[config.mk]
export PLATFORM = sky130hd
export DESIGN_NAME = latm_audio_unit_framer
export DESIGN_NICKNAME = d
export VERILOG_FILES = /design/src/sv/latmf_pkg.sv /design/src/sv/latmf_byte_pack.sv /design/src/sv/latmf_bit_seq.sv /design/src/sv/latm_audio_unit_framer.sv
export SDC_FILE = /design/constraint.sdc
export NUM_CORES = 1
export LEC_CHECK = 0
export BUFFER_PORTS_ARGS = -buffer_cell sky130_fd_sc_hd__buf_2
export CAP_MARGIN = 5
export CORE_AREA = 2 2 189 172
export DETAILED_ROUTE_END_ITERATION = 12
export DIE_AREA = 0 0 191 174
export PLACE_DENSITY_LB_ADDON = 0.1
export REMOVE_ABC_BUFFERS = 1
export SYNTH_ARGS = -nofsm -noshare
export SYNTH_HDL_FRONTEND = slang
export SYNTH_SLANG_ARGS = --single-unit
[constraint.sdc]
create_clock -name aclk -period 8.2 [get_ports aclk]
set_input_delay 0 -clock aclk [delete_from_list [all_inputs] [get_ports aclk]]
set_output_delay 0 -clock aclk [all_outputs]
set_load 0.01 [all_outputs]
[src/sv/latmf_pkg.sv]
// ----------------------------------------------------------------------------
// latmf_pkg: shared types and constants of the LATM audio unit framer
// Payload structs, configuration record, bit command record, header fields.
// ----------------------------------------------------------------------------
package latmf_pkg;

    typedef struct packed {
        logic [7:0]  data_byte;
        logic [11:0] au_length;
    } in_item_t;

    typedef struct packed {
        logic [7:0] out_byte;
        logic       frame_end;
        logic       run_end;
    } out_item_t;

    typedef struct packed {
        logic       sbr_enabled;
        logic [3:0] core_rate_index;
        logic [3:0] channel_config;
        logic [3:0] extension_rate_index;
    } cfg_t;

    // one bit toward the byte packer, or a pad-and-close request
    typedef struct packed {
        logic vld;
        logic dat;
        logic mark;   // completing this byte ends the transfer run of the item
        logic flush;  // zero-pad the pending bits and close the frame
    } bit_cmd_t;

    // register indexes (byte address = 4 * index)
    localparam logic [1:0] REG_SBR_ENABLED   = 2'd0;
    localparam logic [1:0] REG_CORE_RATE     = 2'd1;
    localparam logic [1:0] REG_CHANNEL_CFG   = 2'd2;
    localparam logic [1:0] REG_EXT_RATE      = 2'd3;
    localparam int         PADDR_W           = 4;

    localparam cfg_t CFG_RESET = '{
        sbr_enabled:          1'b0,
        core_rate_index:      4'd5,
        channel_config:       4'd1,
        extension_rate_index: 4'd5
    };

    // header fields
    localparam logic [10:0] SYNC_WORD      = 11'h2B7;
    localparam logic [15:0] STREAM_MUX_CFG = 16'h2000; // sameMux 0, ver 0, sameTime 1, rest 0
    localparam logic [4:0]  AOT_LC         = 5'b00010;
    localparam logic [4:0]  AOT_SBR        = 5'b00101;
    localparam logic [2:0]  FRAME_LEN_960  = 3'b100;
    localparam logic [12:0] FRAME_TAIL     = 13'h03FC; // lenType 0, fullness 0xFF, no other, no crc
    localparam logic [7:0]  PLI_RUN_BYTE   = 8'hFF;
    localparam logic [11:0] PLI_RUN        = 12'd255;
    localparam logic [11:0] MAX_UNIT_BYTES = 12'd4095;

    localparam int          HDR_W          = 78;
    localparam logic [6:0]  HDR_BITS_LC    = 7'd69;
    localparam logic [6:0]  HDR_BITS_SBR   = 7'd78;
    // audioMuxLengthBytes = (unit bytes - 1) + runs + offset
    localparam logic [12:0] MUX_OFS_LC     = 13'd8;
    localparam logic [12:0] MUX_OFS_SBR    = 13'd9;
    localparam int          RUNS_W         = 5;

endpackage

[src/sv/latmf_byte_pack.sv]
// ----------------------------------------------------------------------------
// latmf_byte_pack: serial bit to byte packer
// Shifts in one bit per cycle MSB first; a bit or pad that completes a byte
// waits for a free output register, which parts it from the downstream stall.
// ----------------------------------------------------------------------------
module latmf_byte_pack (
    input  logic                 aclk,
    input  logic                 aresetn,
    input  latmf_pkg::bit_cmd_t  cmd,
    output logic                 cmd_ready,
    output logic                 m_valid,
    input  logic                 m_ready,
    output latmf_pkg::out_item_t m_data
);

    logic [7:0]           sr_reg, sr_next;
    logic [2:0]           cnt_reg, cnt_next;
    logic                 ov_reg, ov_next;
    latmf_pkg::out_item_t od_reg, od_next;
    logic                 out_free;
    logic                 complete;
    logic                 take;
    logic [2:0]           pad_shift;

    assign out_free  = !ov_reg || m_ready;
    assign complete  = cmd.flush || (cnt_reg == 3'd7);
    assign cmd_ready = !complete || out_free;
    assign take      = cmd.vld && cmd_ready;
    assign pad_shift = 3'd0 - cnt_reg;  // 8 - pending count

    always_comb begin
        sr_next  = sr_reg;
        cnt_next = cnt_reg;
        ov_next  = ov_reg && !m_ready;
        od_next  = od_reg;
        if (take) begin
            if (cmd.flush) begin
                cnt_next          = 3'd0;
                od_next.out_byte  = sr_reg << pad_shift;
                od_next.frame_end = 1'b1;
                od_next.run_end   = 1'b1;
                ov_next           = 1'b1;
            end else begin
                sr_next  = {sr_reg[6:0], cmd.dat};
                cnt_next = cnt_reg + 3'd1;
                if (cnt_reg == 3'd7) begin
                    od_next.out_byte  = sr_next;
                    od_next.frame_end = 1'b0;
                    od_next.run_end   = cmd.mark;
                    ov_next           = 1'b1;
                end
            end
        end
    end

    always_ff @(posedge aclk) begin
        if (!aresetn) begin
            cnt_reg <= 3'd0;
            ov_reg  <= 1'b0;
        end else begin
            cnt_reg <= cnt_next;
            ov_reg  <= ov_next;
        end
    end

    always_ff @(posedge aclk) begin
        sr_reg <= sr_next;
        od_reg <= od_next;
    end

    assign m_valid = ov_reg;
    assign m_data  = od_reg;

    a_flush_has_bits: assert property (@(posedge aclk) disable iff (!aresetn)
        cmd.vld && cmd.flush |-> cnt_reg != 3'd0)
        else $error("pad request with no pending bits");

    a_frame_end_closes_run: assert property (@(posedge aclk) disable iff (!aresetn)
        ov_reg && od_reg.frame_end |-> od_reg.run_end)
        else $error("frame end without run end");

    a_output_held: assert property (@(posedge aclk) disable iff (!aresetn)
        ov_reg && !m_ready |=> ov_reg && $stable(od_reg))
        else $error("output transfer changed while stalled");

endmodule

[src/sv/latmf_bit_seq.sv]
// ----------------------------------------------------------------------------
// latmf_bit_seq: frame sequencer
// Splits unit length into 255-runs, loads the header shift register, streams
// header, PayloadLengthInfo and payload one bit per ready cycle, then pads.
// ----------------------------------------------------------------------------
module latmf_bit_seq (
    input  logic                aclk,
    input  logic                aresetn,
    input  latmf_pkg::cfg_t     cfg,
    input  logic                s_valid,
    output logic                s_ready,
    input  latmf_pkg::in_item_t s_data,
    output latmf_pkg::bit_cmd_t cmd,
    input  logic                cmd_ready
);

    localparam logic [2:0] ST_IDLE  = 3'd0;
    localparam logic [2:0] ST_DIV   = 3'd1;
    localparam logic [2:0] ST_HDR   = 3'd2;
    localparam logic [2:0] ST_PLI   = 3'd3;
    localparam logic [2:0] ST_DATA  = 3'd4;
    localparam logic [2:0] ST_FLUSH = 3'd5;

    logic [2:0]                    state_reg, state_next;
    logic [11:0]                   rem_reg, rem_next;
    logic [latmf_pkg::RUNS_W-1:0]  runs_reg, runs_next;
    logic [6:0]                    bcnt_reg, bcnt_next;
    logic [11:0]                   rmd_reg, rmd_next;
    logic [latmf_pkg::HDR_W-1:0]   hdr_reg, hdr_next;
    logic [7:0]                    byte_reg, byte_next;
    logic [7:0]                    data_reg, data_next;
    logic [11:0]                   len_in;
    logic [12:0]                   mux_len;
    logic [latmf_pkg::HDR_W-1:0]   hdr_lc, hdr_sbr;

    assign len_in = (s_data.au_length == 12'd0) ? 12'd1 :
                    (s_data.au_length > latmf_pkg::MAX_UNIT_BYTES) ?
                    latmf_pkg::MAX_UNIT_BYTES : s_data.au_length;

    assign mux_len = {1'b0, rem_reg} + {{(13 - latmf_pkg::RUNS_W){1'b0}}, runs_reg} +
                     (cfg.sbr_enabled ? latmf_pkg::MUX_OFS_SBR : latmf_pkg::MUX_OFS_LC);

    assign hdr_lc = {latmf_pkg::SYNC_WORD, mux_len, latmf_pkg::STREAM_MUX_CFG,
                     latmf_pkg::AOT_LC, cfg.core_rate_index, cfg.channel_config,
                     latmf_pkg::FRAME_LEN_960, latmf_pkg::FRAME_TAIL, 9'd0};
    assign hdr_sbr = {latmf_pkg::SYNC_WORD, mux_len, latmf_pkg::STREAM_MUX_CFG,
                      latmf_pkg::AOT_SBR, cfg.core_rate_index, cfg.channel_config,
                      cfg.extension_rate_index, latmf_pkg::AOT_LC,
                      latmf_pkg::FRAME_LEN_960, latmf_pkg::FRAME_TAIL};

    assign s_ready = (state_reg == ST_IDLE);

    always_comb begin
        state_next = state_reg;
        rem_next   = rem_reg;
        runs_next  = runs_reg;
        bcnt_next  = bcnt_reg;
        rmd_next   = rmd_reg;
        hdr_next   = hdr_reg;
        byte_next  = byte_reg;
        data_next  = data_reg;
        cmd        = '0;
        unique case (state_reg)
            ST_IDLE: begin
                if (s_valid) begin
                    data_next = s_data.data_byte;
                    if (rem_reg == 12'd0) begin
                        rem_next   = len_in - 12'd1;
                        rmd_next   = len_in;
                        runs_next  = '0;
                        state_next = ST_DIV;
                    end else begin
                        rem_next   = rem_reg - 12'd1;
                        byte_next  = s_data.data_byte;
                        bcnt_next  = 7'd7;
                        state_next = ST_DATA;
                    end
                end
            end
            ST_DIV: begin
                // one subtraction of 255 per cycle
                if (rmd_reg >= latmf_pkg::PLI_RUN) begin
                    rmd_next  = rmd_reg - latmf_pkg::PLI_RUN;
                    runs_next = runs_reg + 1'b1;
                end else begin
                    hdr_next   = cfg.sbr_enabled ? hdr_sbr : hdr_lc;
                    bcnt_next  = (cfg.sbr_enabled ? latmf_pkg::HDR_BITS_SBR :
                                  latmf_pkg::HDR_BITS_LC) - 7'd1;
                    state_next = ST_HDR;
                end
            end
            ST_HDR: begin
                cmd.vld = 1'b1;
                cmd.dat = hdr_reg[latmf_pkg::HDR_W-1];
                if (cmd_ready) begin
                    hdr_next = {hdr_reg[latmf_pkg::HDR_W-2:0], 1'b0};
                    if (bcnt_reg == 7'd0) begin
                        byte_next  = (runs_reg != '0) ? latmf_pkg::PLI_RUN_BYTE :
                                     rmd_reg[7:0];
                        bcnt_next  = 7'd7;
                        state_next = ST_PLI;
                    end else begin
                        bcnt_next = bcnt_reg - 7'd1;
                    end
                end
            end
            ST_PLI: begin
                cmd.vld = 1'b1;
                cmd.dat = byte_reg[7];
                if (cmd_ready) begin
                    byte_next = {byte_reg[6:0], 1'b0};
                    if (bcnt_reg == 7'd0) begin
                        bcnt_next = 7'd7;
                        if (runs_reg == '0) begin
                            byte_next  = data_reg;
                            state_next = ST_DATA;
                        end else begin
                            runs_next = runs_reg - 1'b1;
                            byte_next = (runs_reg != 1) ? latmf_pkg::PLI_RUN_BYTE :
                                        rmd_reg[7:0];
                        end
                    end else begin
                        bcnt_next = bcnt_reg - 7'd1;
                    end
                end
            end
            ST_DATA: begin
                cmd.vld  = 1'b1;
                cmd.dat  = byte_reg[7];
                cmd.mark = (rem_reg != 12'd0);
                if (cmd_ready) begin
                    byte_next = {byte_reg[6:0], 1'b0};
                    if (bcnt_reg == 7'd0) begin
                        state_next = (rem_reg == 12'd0) ? ST_FLUSH : ST_IDLE;
                    end else begin
                        bcnt_next = bcnt_reg - 7'd1;
                    end
                end
            end
            ST_FLUSH: begin
                cmd.vld   = 1'b1;
                cmd.flush = 1'b1;
                if (cmd_ready) begin
                    state_next = ST_IDLE;
                end
            end
            default: begin
                state_next = ST_IDLE;
            end
        endcase
    end

    always_ff @(posedge aclk) begin
        if (!aresetn) begin
            state_reg <= ST_IDLE;
            rem_reg   <= 12'd0;
            runs_reg  <= '0;
            bcnt_reg  <= 7'd0;
        end else begin
            state_reg <= state_next;
            rem_reg   <= rem_next;
            runs_reg  <= runs_next;
            bcnt_reg  <= bcnt_next;
        end
    end

    always_ff @(posedge aclk) begin
        rmd_reg  <= rmd_next;
        hdr_reg  <= hdr_next;
        byte_reg <= byte_next;
        data_reg <= data_next;
    end

    a_pli_remainder_fits: assert property (@(posedge aclk) disable iff (!aresetn)
        state_reg == ST_PLI |-> rmd_reg < latmf_pkg::PLI_RUN)
        else $error("length remainder not reduced below 255");

    a_flush_only_at_unit_end: assert property (@(posedge aclk) disable iff (!aresetn)
        state_reg == ST_FLUSH |-> rem_reg == 12'd0)
        else $error("padding before end of unit");

    a_new_unit_starts_header: assert property (@(posedge aclk) disable iff (!aresetn)
        s_valid && s_ready && rem_reg == 12'd0 |=> state_reg == ST_DIV)
        else $error("first byte of unit did not start a header");

endmodule

[src/sv/latm_audio_unit_framer.sv]
// ----------------------------------------------------------------------------
// latm_audio_unit_framer: LOAS/LATM AudioSyncStream framer
// Wraps AAC audio units, one byte per transfer, into LATM frames with header,
// AudioSpecificConfig, PayloadLengthInfo and bit-shifted payload.
//
//   channel | ports                          | item
//   --------+--------------------------------+-------------------------------
//   input   | s_valid s_ready s_data         | data_byte, au_length
//   output  | m_valid m_ready m_data         | out_byte, frame_end, run_end
//   config  | psel penable pwrite paddr ...  | 4 registers at 4*index
//
// A payload byte inside a unit is accepted, then sent as its eight bits.
// The first byte of a unit also passes the run division (one subtraction
// per 255-run), the header load, 69 (AAC-LC) or 78 (SBR) header bits and
// the PayloadLengthInfo bytes; the last byte of a unit adds a pad request.
// A bit that completes a byte waits while the output register is still full.
// Reset is synchronous and clears control and config registers only.
// ----------------------------------------------------------------------------
module latm_audio_unit_framer (
    input  logic                            aclk,
    input  logic                            aresetn,
    input  logic                            s_valid,
    output logic                            s_ready,
    input  latmf_pkg::in_item_t             s_data,
    output logic                            m_valid,
    input  logic                            m_ready,
    output latmf_pkg::out_item_t            m_data,
    input  logic                            psel,
    input  logic                            penable,
    input  logic                            pwrite,
    input  logic [latmf_pkg::PADDR_W-1:0]   paddr,
    input  logic [31:0]                     pwdata,
    output logic [31:0]                     prdata,
    output logic                            pready
);

    latmf_pkg::cfg_t     cfg_reg, cfg_next;
    latmf_pkg::bit_cmd_t cmd;
    logic                cmd_ready;
    logic                cfg_wr;

    assign pready = 1'b1;
    assign cfg_wr = psel && penable && pwrite;

    always_comb begin
        cfg_next = cfg_reg;
        if (cfg_wr) begin
            unique case (paddr[3:2])
                latmf_pkg::REG_SBR_ENABLED: cfg_next.sbr_enabled          = pwdata[0];
                latmf_pkg::REG_CORE_RATE:   cfg_next.core_rate_index      = pwdata[3:0];
                latmf_pkg::REG_CHANNEL_CFG: cfg_next.channel_config       = pwdata[3:0];
                latmf_pkg::REG_EXT_RATE:    cfg_next.extension_rate_index = pwdata[3:0];
                default:                    cfg_next = cfg_reg;
            endcase
        end
    end

    always_comb begin
        unique case (paddr[3:2])
            latmf_pkg::REG_SBR_ENABLED: prdata = {31'd0, cfg_reg.sbr_enabled};
            latmf_pkg::REG_CORE_RATE:   prdata = {28'd0, cfg_reg.core_rate_index};
            latmf_pkg::REG_CHANNEL_CFG: prdata = {28'd0, cfg_reg.channel_config};
            latmf_pkg::REG_EXT_RATE:    prdata = {28'd0, cfg_reg.extension_rate_index};
            default:                    prdata = 32'd0;
        endcase
    end

    always_ff @(posedge aclk) begin
        if (!aresetn) begin
            cfg_reg <= latmf_pkg::CFG_RESET;
        end else begin
            cfg_reg <= cfg_next;
        end
    end

    latmf_bit_seq u_seq (
        .aclk      (aclk),
        .aresetn   (aresetn),
        .cfg       (cfg_reg),
        .s_valid   (s_valid),
        .s_ready   (s_ready),
        .s_data    (s_data),
        .cmd       (cmd),
        .cmd_ready (cmd_ready)
    );

    latmf_byte_pack u_pack (
        .aclk      (aclk),
        .aresetn   (aresetn),
        .cmd       (cmd),
        .cmd_ready (cmd_ready),
        .m_valid   (m_valid),
        .m_ready   (m_ready),
        .m_data    (m_data)
    );

endmodule
* Word-level counts from Yosys, hierarchy flattened
Index checks and enable logic that the tools add are counted.
** Storage, ports and cells
- Bits in registers :: 168
- Output and inout port bits :: 45
- Logic and storage cells :: 162
** Operators by class
- $add $sub $neg :: 11
- Order comparisons :: 2
- Eq/ne operators :: 26
- Shift operators :: 1
- Multiplexer cells :: 63
- Bitwise gates (word level) :: 1
- Reduce and logical (&&, ||, !) cells :: 40
** Operator list (number)
- $mux 78 :: 2
- $pmux 78 s2 :: 1
- $pmux 32 s4 :: 1
- $mux 8 :: 10
- $mux 12 :: 6
- $mux 7 :: 7
- $mux 3 :: 13
- $mux 36 :: 1
- $pmux 8 s4 :: 1
- $mux 5 :: 6
- $pmux 7 s4 :: 1
- $logic_not 12->1 :: 2
- $pmux 12 s2 :: 1
- $sub 12x1->12 const B :: 2
- $ne 2x1->1 const B :: 11
- $reduce_and 7->1 :: 3
- $mux 10 :: 2
- $pmux 3 s6 :: 1
- $pmux 5 s3 :: 1
- $reduce_and 2->1 :: 7
- $sub 7x1->7 const B :: 2
- $add 12x5->13 :: 1
- $add 13x4->13 :: 1
- $ge 12x8->1 const B :: 1
- other kinds (35) :: 60

* Logic depth before layout (Yosys ltp)
- Depth in word-level cells :: 7
- Gate-level depth with buffers :: 12
- Mapped depth without buffers :: 11

* Modules after synthesis
From an unflattened synthesis, not the netlist that was laid out.
** Second synthesis, totals
- Cells, all modules :: 855
- Area, all modules :: 8800.9 µm²
** By module, submodules not included
- latmf_bit_seq :: instances 1, cells each 667, area each 6802.8 µm², seq. area each 3663.5 µm²
- latmf_byte_pack :: instances 1, cells each 90, area each 1087.3 µm², seq. area each 620.6 µm²
- latm_audio_unit_framer :: instances 1, cells each 98, area each 910.9 µm², seq. area each 260.2 µm²

* Worst setup path before layout
OpenSTA, ideal clock, no wires.
- Kind :: reg2reg
- From :: register u_seq.state_reg[2]
- To :: register u_seq.hdr_reg[10] (netlist bit) (enable)
- Arrival time :: 3.061 ns
- Required time :: 7.764 ns
- Slack :: 4.703 ns
- Cell stages (with the launch flop) :: 8
- Path buffers :: 3
- Cell sequence :: dfxtp_1 > buf_2 > nor2_2 > and2_1 > buf_2 > buf_1 > nand2_1 > nand2_1
** On the way
- Cells in the longest elaborated chain, start to end :: 7
- Elaborated cells on any way between the ends :: 11
** Ends and longest elaborated chain
- start: declaration :: line latmf_bit_seq.sv:24 : logic [2:0] state_reg, state_next;
- start signal: assignment :: line latmf_bit_seq.sv:160 : state_reg <= state_next;
- $eq 3x3->1 :: line latmf_bit_seq.sv:63 : unique case (state_reg)
- $mux 1 :: line latmf_bit_seq.sv:63
- $logic_or 1x1->1 :: line latmf_byte_pack.sv:26 : assign complete = cmd.flush || (cnt_reg == 3'd7);
- $logic_not 1->1 :: line latmf_byte_pack.sv:27 : assign cmd_ready = !complete || out_free;
- $logic_or 1x1->1 :: line latmf_byte_pack.sv:27
- $ne 2x1->1 (no line)
- $reduce_and 3->1 (no line) (*)
- end signal: assignment :: line latmf_bit_seq.sv:169 : hdr_reg <= hdr_next;
- end: declaration :: line latmf_bit_seq.sv:29 : logic [latmf_pkg::HDR_W-1:0] hdr_reg, hdr_next;
Mark *: on every way between the ends. The rest lies on a longest branch, timed or not.
A chain may end at the register's enable or synchronous reset.

* Final worst setup path
- From :: register cfg_reg[12] (netlist bit)
- To :: register u_seq.hdr_reg[65] (netlist bit), data pin
** On the way
- Cells in the longest elaborated chain, start to end :: 4
** Ends and longest elaborated chain
- start: declaration :: line latm_audio_unit_framer.sv:37 : latmf_pkg::cfg_t cfg_reg, cfg_next;
- start signal: assignment :: line latm_audio_unit_framer.sv:70 : cfg_reg <= latmf_pkg::CFG_RESET;
- start signal: assignment :: line latm_audio_unit_framer.sv:72 : cfg_reg <= cfg_next;
- $mux 1 :: line latmf_bit_seq.sv:41 : (cfg.sbr_enabled ? latmf_pkg::MUX_OFS_SBR : latmf_pkg::MUX_OFS_LC);
- $add 13x4->13 :: line latmf_bit_seq.sv:40 : assign mux_len = {1'b0, rem_reg} + {{(13 - latmf_pkg::RUNS_W){1'b0}}, runs_reg} +
- $mux 78 :: line latmf_bit_seq.sv:82 : if (rmd_reg >= latmf_pkg::PLI_RUN) begin
- $pmux 78 s2 :: line latmf_bit_seq.sv:63
- net u_seq.hdr_next (one bit) :: line latmf_bit_seq.sv:29
The timed path passes the listed nets, and every way through them passes these cells. The select of a mux whose other input is x is not followed.

==> impl_metrics.py <==
metrics = {
    "status": {
        "status": "completed",
    },
    "worst_setup_path": {
        "cp.arrival_ps": 3230,
        "rr_startpoint": "cfg_reg[12]",
        "required_ps": 8350,
        "critical_path_peak_fanout": 8,
        "slowest_stage": "dfxtp_1",
        "critPathLaunch": "cfg_reg[12]",
        "crit_end": "u_seq.hdr_reg[65]",
        "cp_cell_sequence": "inv_1 -> fa_1 -> inv_1 -> ha_1 -> inv_1 -> fa_1 -> nor2b_1 -> o21ai_0 -> a211oi_1 -> xnor2_1 -> o21ai_0",
        "worstSetupPathDepth": 11,
        "cp-end-kind": "flip-flop",
        "reg2reg_slack_ps": 5120,
        "rr_endpoint": "u_seq.hdr_reg[65]",
        "cp_num_buf_inv": 3,
        "path_class": "flip-flop to flip-flop",
        "cp_slowest_stage_delay_ps": 520,
        "critPathTopFamily": "adder cells",
        "critical_path.most_common_cell": "inv_1",
        "ff2ff_path_depth": 11,
        "start_kind": "flip-flop",
    },
    "floorplanning": {
        "start_util": 0.285,
        "die_area_um2": 33200,
        "num_rows": 62,
        "core_area_um2": 31400,
        "die_w_um": 191,
        "dieHeight_um": 174,
        "io_pins": 108,
    },
    "routing": {
        "ant_nets": 0,
        "wl_um": 22300,
        "routed-via-count": 6531,
        "drc": 0,
        "firstDrtPassIters": 5,
        "drt_iter0_drc": 425,
        "routedWlPerCell_um": 16.7,
        "routed_via_density": 4.89,
    },
    "final_layout": {
        "stdcell_count": 1336,
        "final_cell_mix": "edfxtp_1, nand2_1, nor2_1",
        "area_growth_pct": 14.3,
        "final_common_cell": "edfxtp_1",
        "fillers": 3261,
        "drive_gt1_frac": 0.136,
        "diodes": 0,
        "multiInputGateArea_um2": 3970,
        "regArea_um2": 4550,
        "largest_reg_flops": 76,
        "nNetsFinal": 991,
    },
    "timing": {
        "post-route-min-period_ps": 3080,
        "relSlewSlack": 0.304,
        "timing.final.hold_violations": 0,
        "fin_setup_tns_ps": 0,
        "rsz0062_at_grt": "false",
        "worst_pin_slew_ps": 1040,
        "fin_crit_sh": 0.375,
        "fmax_mhz": 325,
        "finalSetupViolCount": 0,
        "slew_violations": 0,
        "skew_ps": 12.6,
    },
    "logic_synthesis": {
        "synth_warnings": 0,
        "synth_async_sr_flop_share": 0,
        "synth_area_um2": 8970,
        "ys_seq_area_frac": 0.507,
        "syn_inst": 860,
        "avgSynthCellArea_um2": 10.4,
        "synthFlopType": "edfxtp_1",
        "synth_edf_count": 122,
        "yosys_register_bits": 166,
        "yosysUniqueCellTypes": 92,
    },
    "power_and_ir_drop": {
        "p_int_mw": 2.16,
        "switching_share": 0.385,
        "clkPwrFrac": 0.224,
        "power_density_nw_per_um2": 343,
        "ir_drop_mv": 0.147,
        "total_leakage_power_nw": 3.84,
        "p_comb_frac": 0.369,
        "switchingPower_mw": 1.35,
        "p_seq_frac": 0.407,
    },
    "worst_hold_path": {
        "hold_path_class": "primary input to flip-flop",
    },
    "clock_network": {
        "cts_root_buf": "clkbuf_16",
        "htree_levels": 4,
        "cts_setup_buffers": 0,
        "post_cts_resized": 0,
        "clock_path_buffers": 2,
        "clkTransAtPathRegs_ps": 70,
        "cts_hold_buf": 24,
        "cts.sinks": 166,
        "clk_latency_ps": 430,
        "cts_inserted_buffers": 17,
        "cts_tree": "done",
    },
    "global_route": {
        "antenna_found_initial": 0,
        "grt_overflow_total": 0,
        "grt_pass1_wl_um": 35700,
        "first_global_vias": 6251,
        "grt_max_degree": 77,
        "grt_usage": 0.137,
    },
    "placed_design": {
        "gp_congestion": 0.750,
        "port_buffers": 48,
        "placedCellCount": 1280,
        "dp_hpwl_um": 14800,
    },
    "run": {
        "max_cap_violations": 0,
    },
}
per-layer routing:
layer | global-route usage | vias up | wire length [µm] | part of all wire
met5 | 0 | - | 0 | 0
met4 | 0.0368 | 0 | 243 | 0.011
met3 | 0.0260 | 16 | 857 | 0.038
met2 | 0.203 | 124 | 9680 | 0.43
met1 | 0.202 | 3163 | 11500 | 0.52
li1 | - | 3228 | - | -
metrics by stage:
stage,setup slack [ps],utilization,power (mW),area [µm²],hold WS [ps]
after global placement,5120,0.301,2.75,9450,197
final,5120,0.326,3.52,10200,12.6
after detailed placement,5120,0.301,2.75,9450,198
after floorplan,3800,-,2.35,8620,61.9
after CTS,5070,0.326,3.56,10200,18.3
after global routing,4880,0.326,3.77,10200,25.3
how the worst min path moves through the flow:
stage,from,slack (ps),end,depth (start not counted)
2_1_floorplan,aresetn,60,cfg_reg[0],1
5_1_grt,m_ready,30,u_pack.m_valid,3
3_5_place_dp,s_data[13],200,u_seq.data_reg[1],1
6_report,m_ready,10,u_pack.m_valid,3
3_3_place_gp,s_data[15],200,u_seq.data_reg[3],1
4_1_cts,penable,20,cfg_reg[12],5
power groups by stage:
| stage | registers (mW) | logic [mW] | clock network (mW) |
|---|---|---|---|
| after floorplan | 1.40 | 0.950 | 0 |
| after global routing | 1.47 | 1.46 | 0.839 |
| after CTS | 1.43 | 1.31 | 0.809 |
| final | 1.43 | 1.30 | 0.786 |
| after global placement | 1.45 | 1.30 | 0 |
| after detailed placement | 1.45 | 1.30 | 0 |
synth_stat cells (10+ instances only):
cell type,count,share of area
nand3_1,19,0.011
inv_1,30,0.013
nand2_1,106,0.044
and3_1,30,0.021
a21oi_1,30,0.017
clkbuf_1,26,0.011
nor2_1,61,0.026
dfxtp_1,44,0.098
mux2i_1,25,0.028
ha_1,19,0.027
buf_2,10,0.0056
buf_4,32,0.027
o211ai_1,15,0.013
o21ai_0,33,0.018
nand2b_1,13,0.0091
edfxtp_1,122,0.41
nor3_1,18,0.010
a21o_1,17,0.014
xnor2_1,14,0.014
a211oi_1,10,0.0084
layout make-up:
cell class | count | share of cell area
multi-input cells | 610 | 0.387
well taps | 416 | 0.0508
repair buffers | 80 | 0.0527
inverters | 32 | 0.0117
clock inverters | 15 | 0.0127
clock buffers | 17 | 0.0415
flip-flops and latches | 166 | 0.443
logic make-up after synthesis:
kind of cell               count (synthesis)  share of synthesized area
AOI/OAI and AO/OA                        194                      0.154
adders and majority gates                 21                     0.0310
other                                      2                   0.000837
and+or+nand+nor                          311                      0.179
muxes                                     34                     0.0455
xor gates and xnor gates                  21                     0.0205
buffers and inverters                    111                     0.0631
DFF                                      166                      0.507
worst min-delay path, stage by stage:
cell and delay (ps):
buf_2 80, nor2b_1 110, o21a_1 200
No activity file was read; power rests on OpenSTA's default activity.
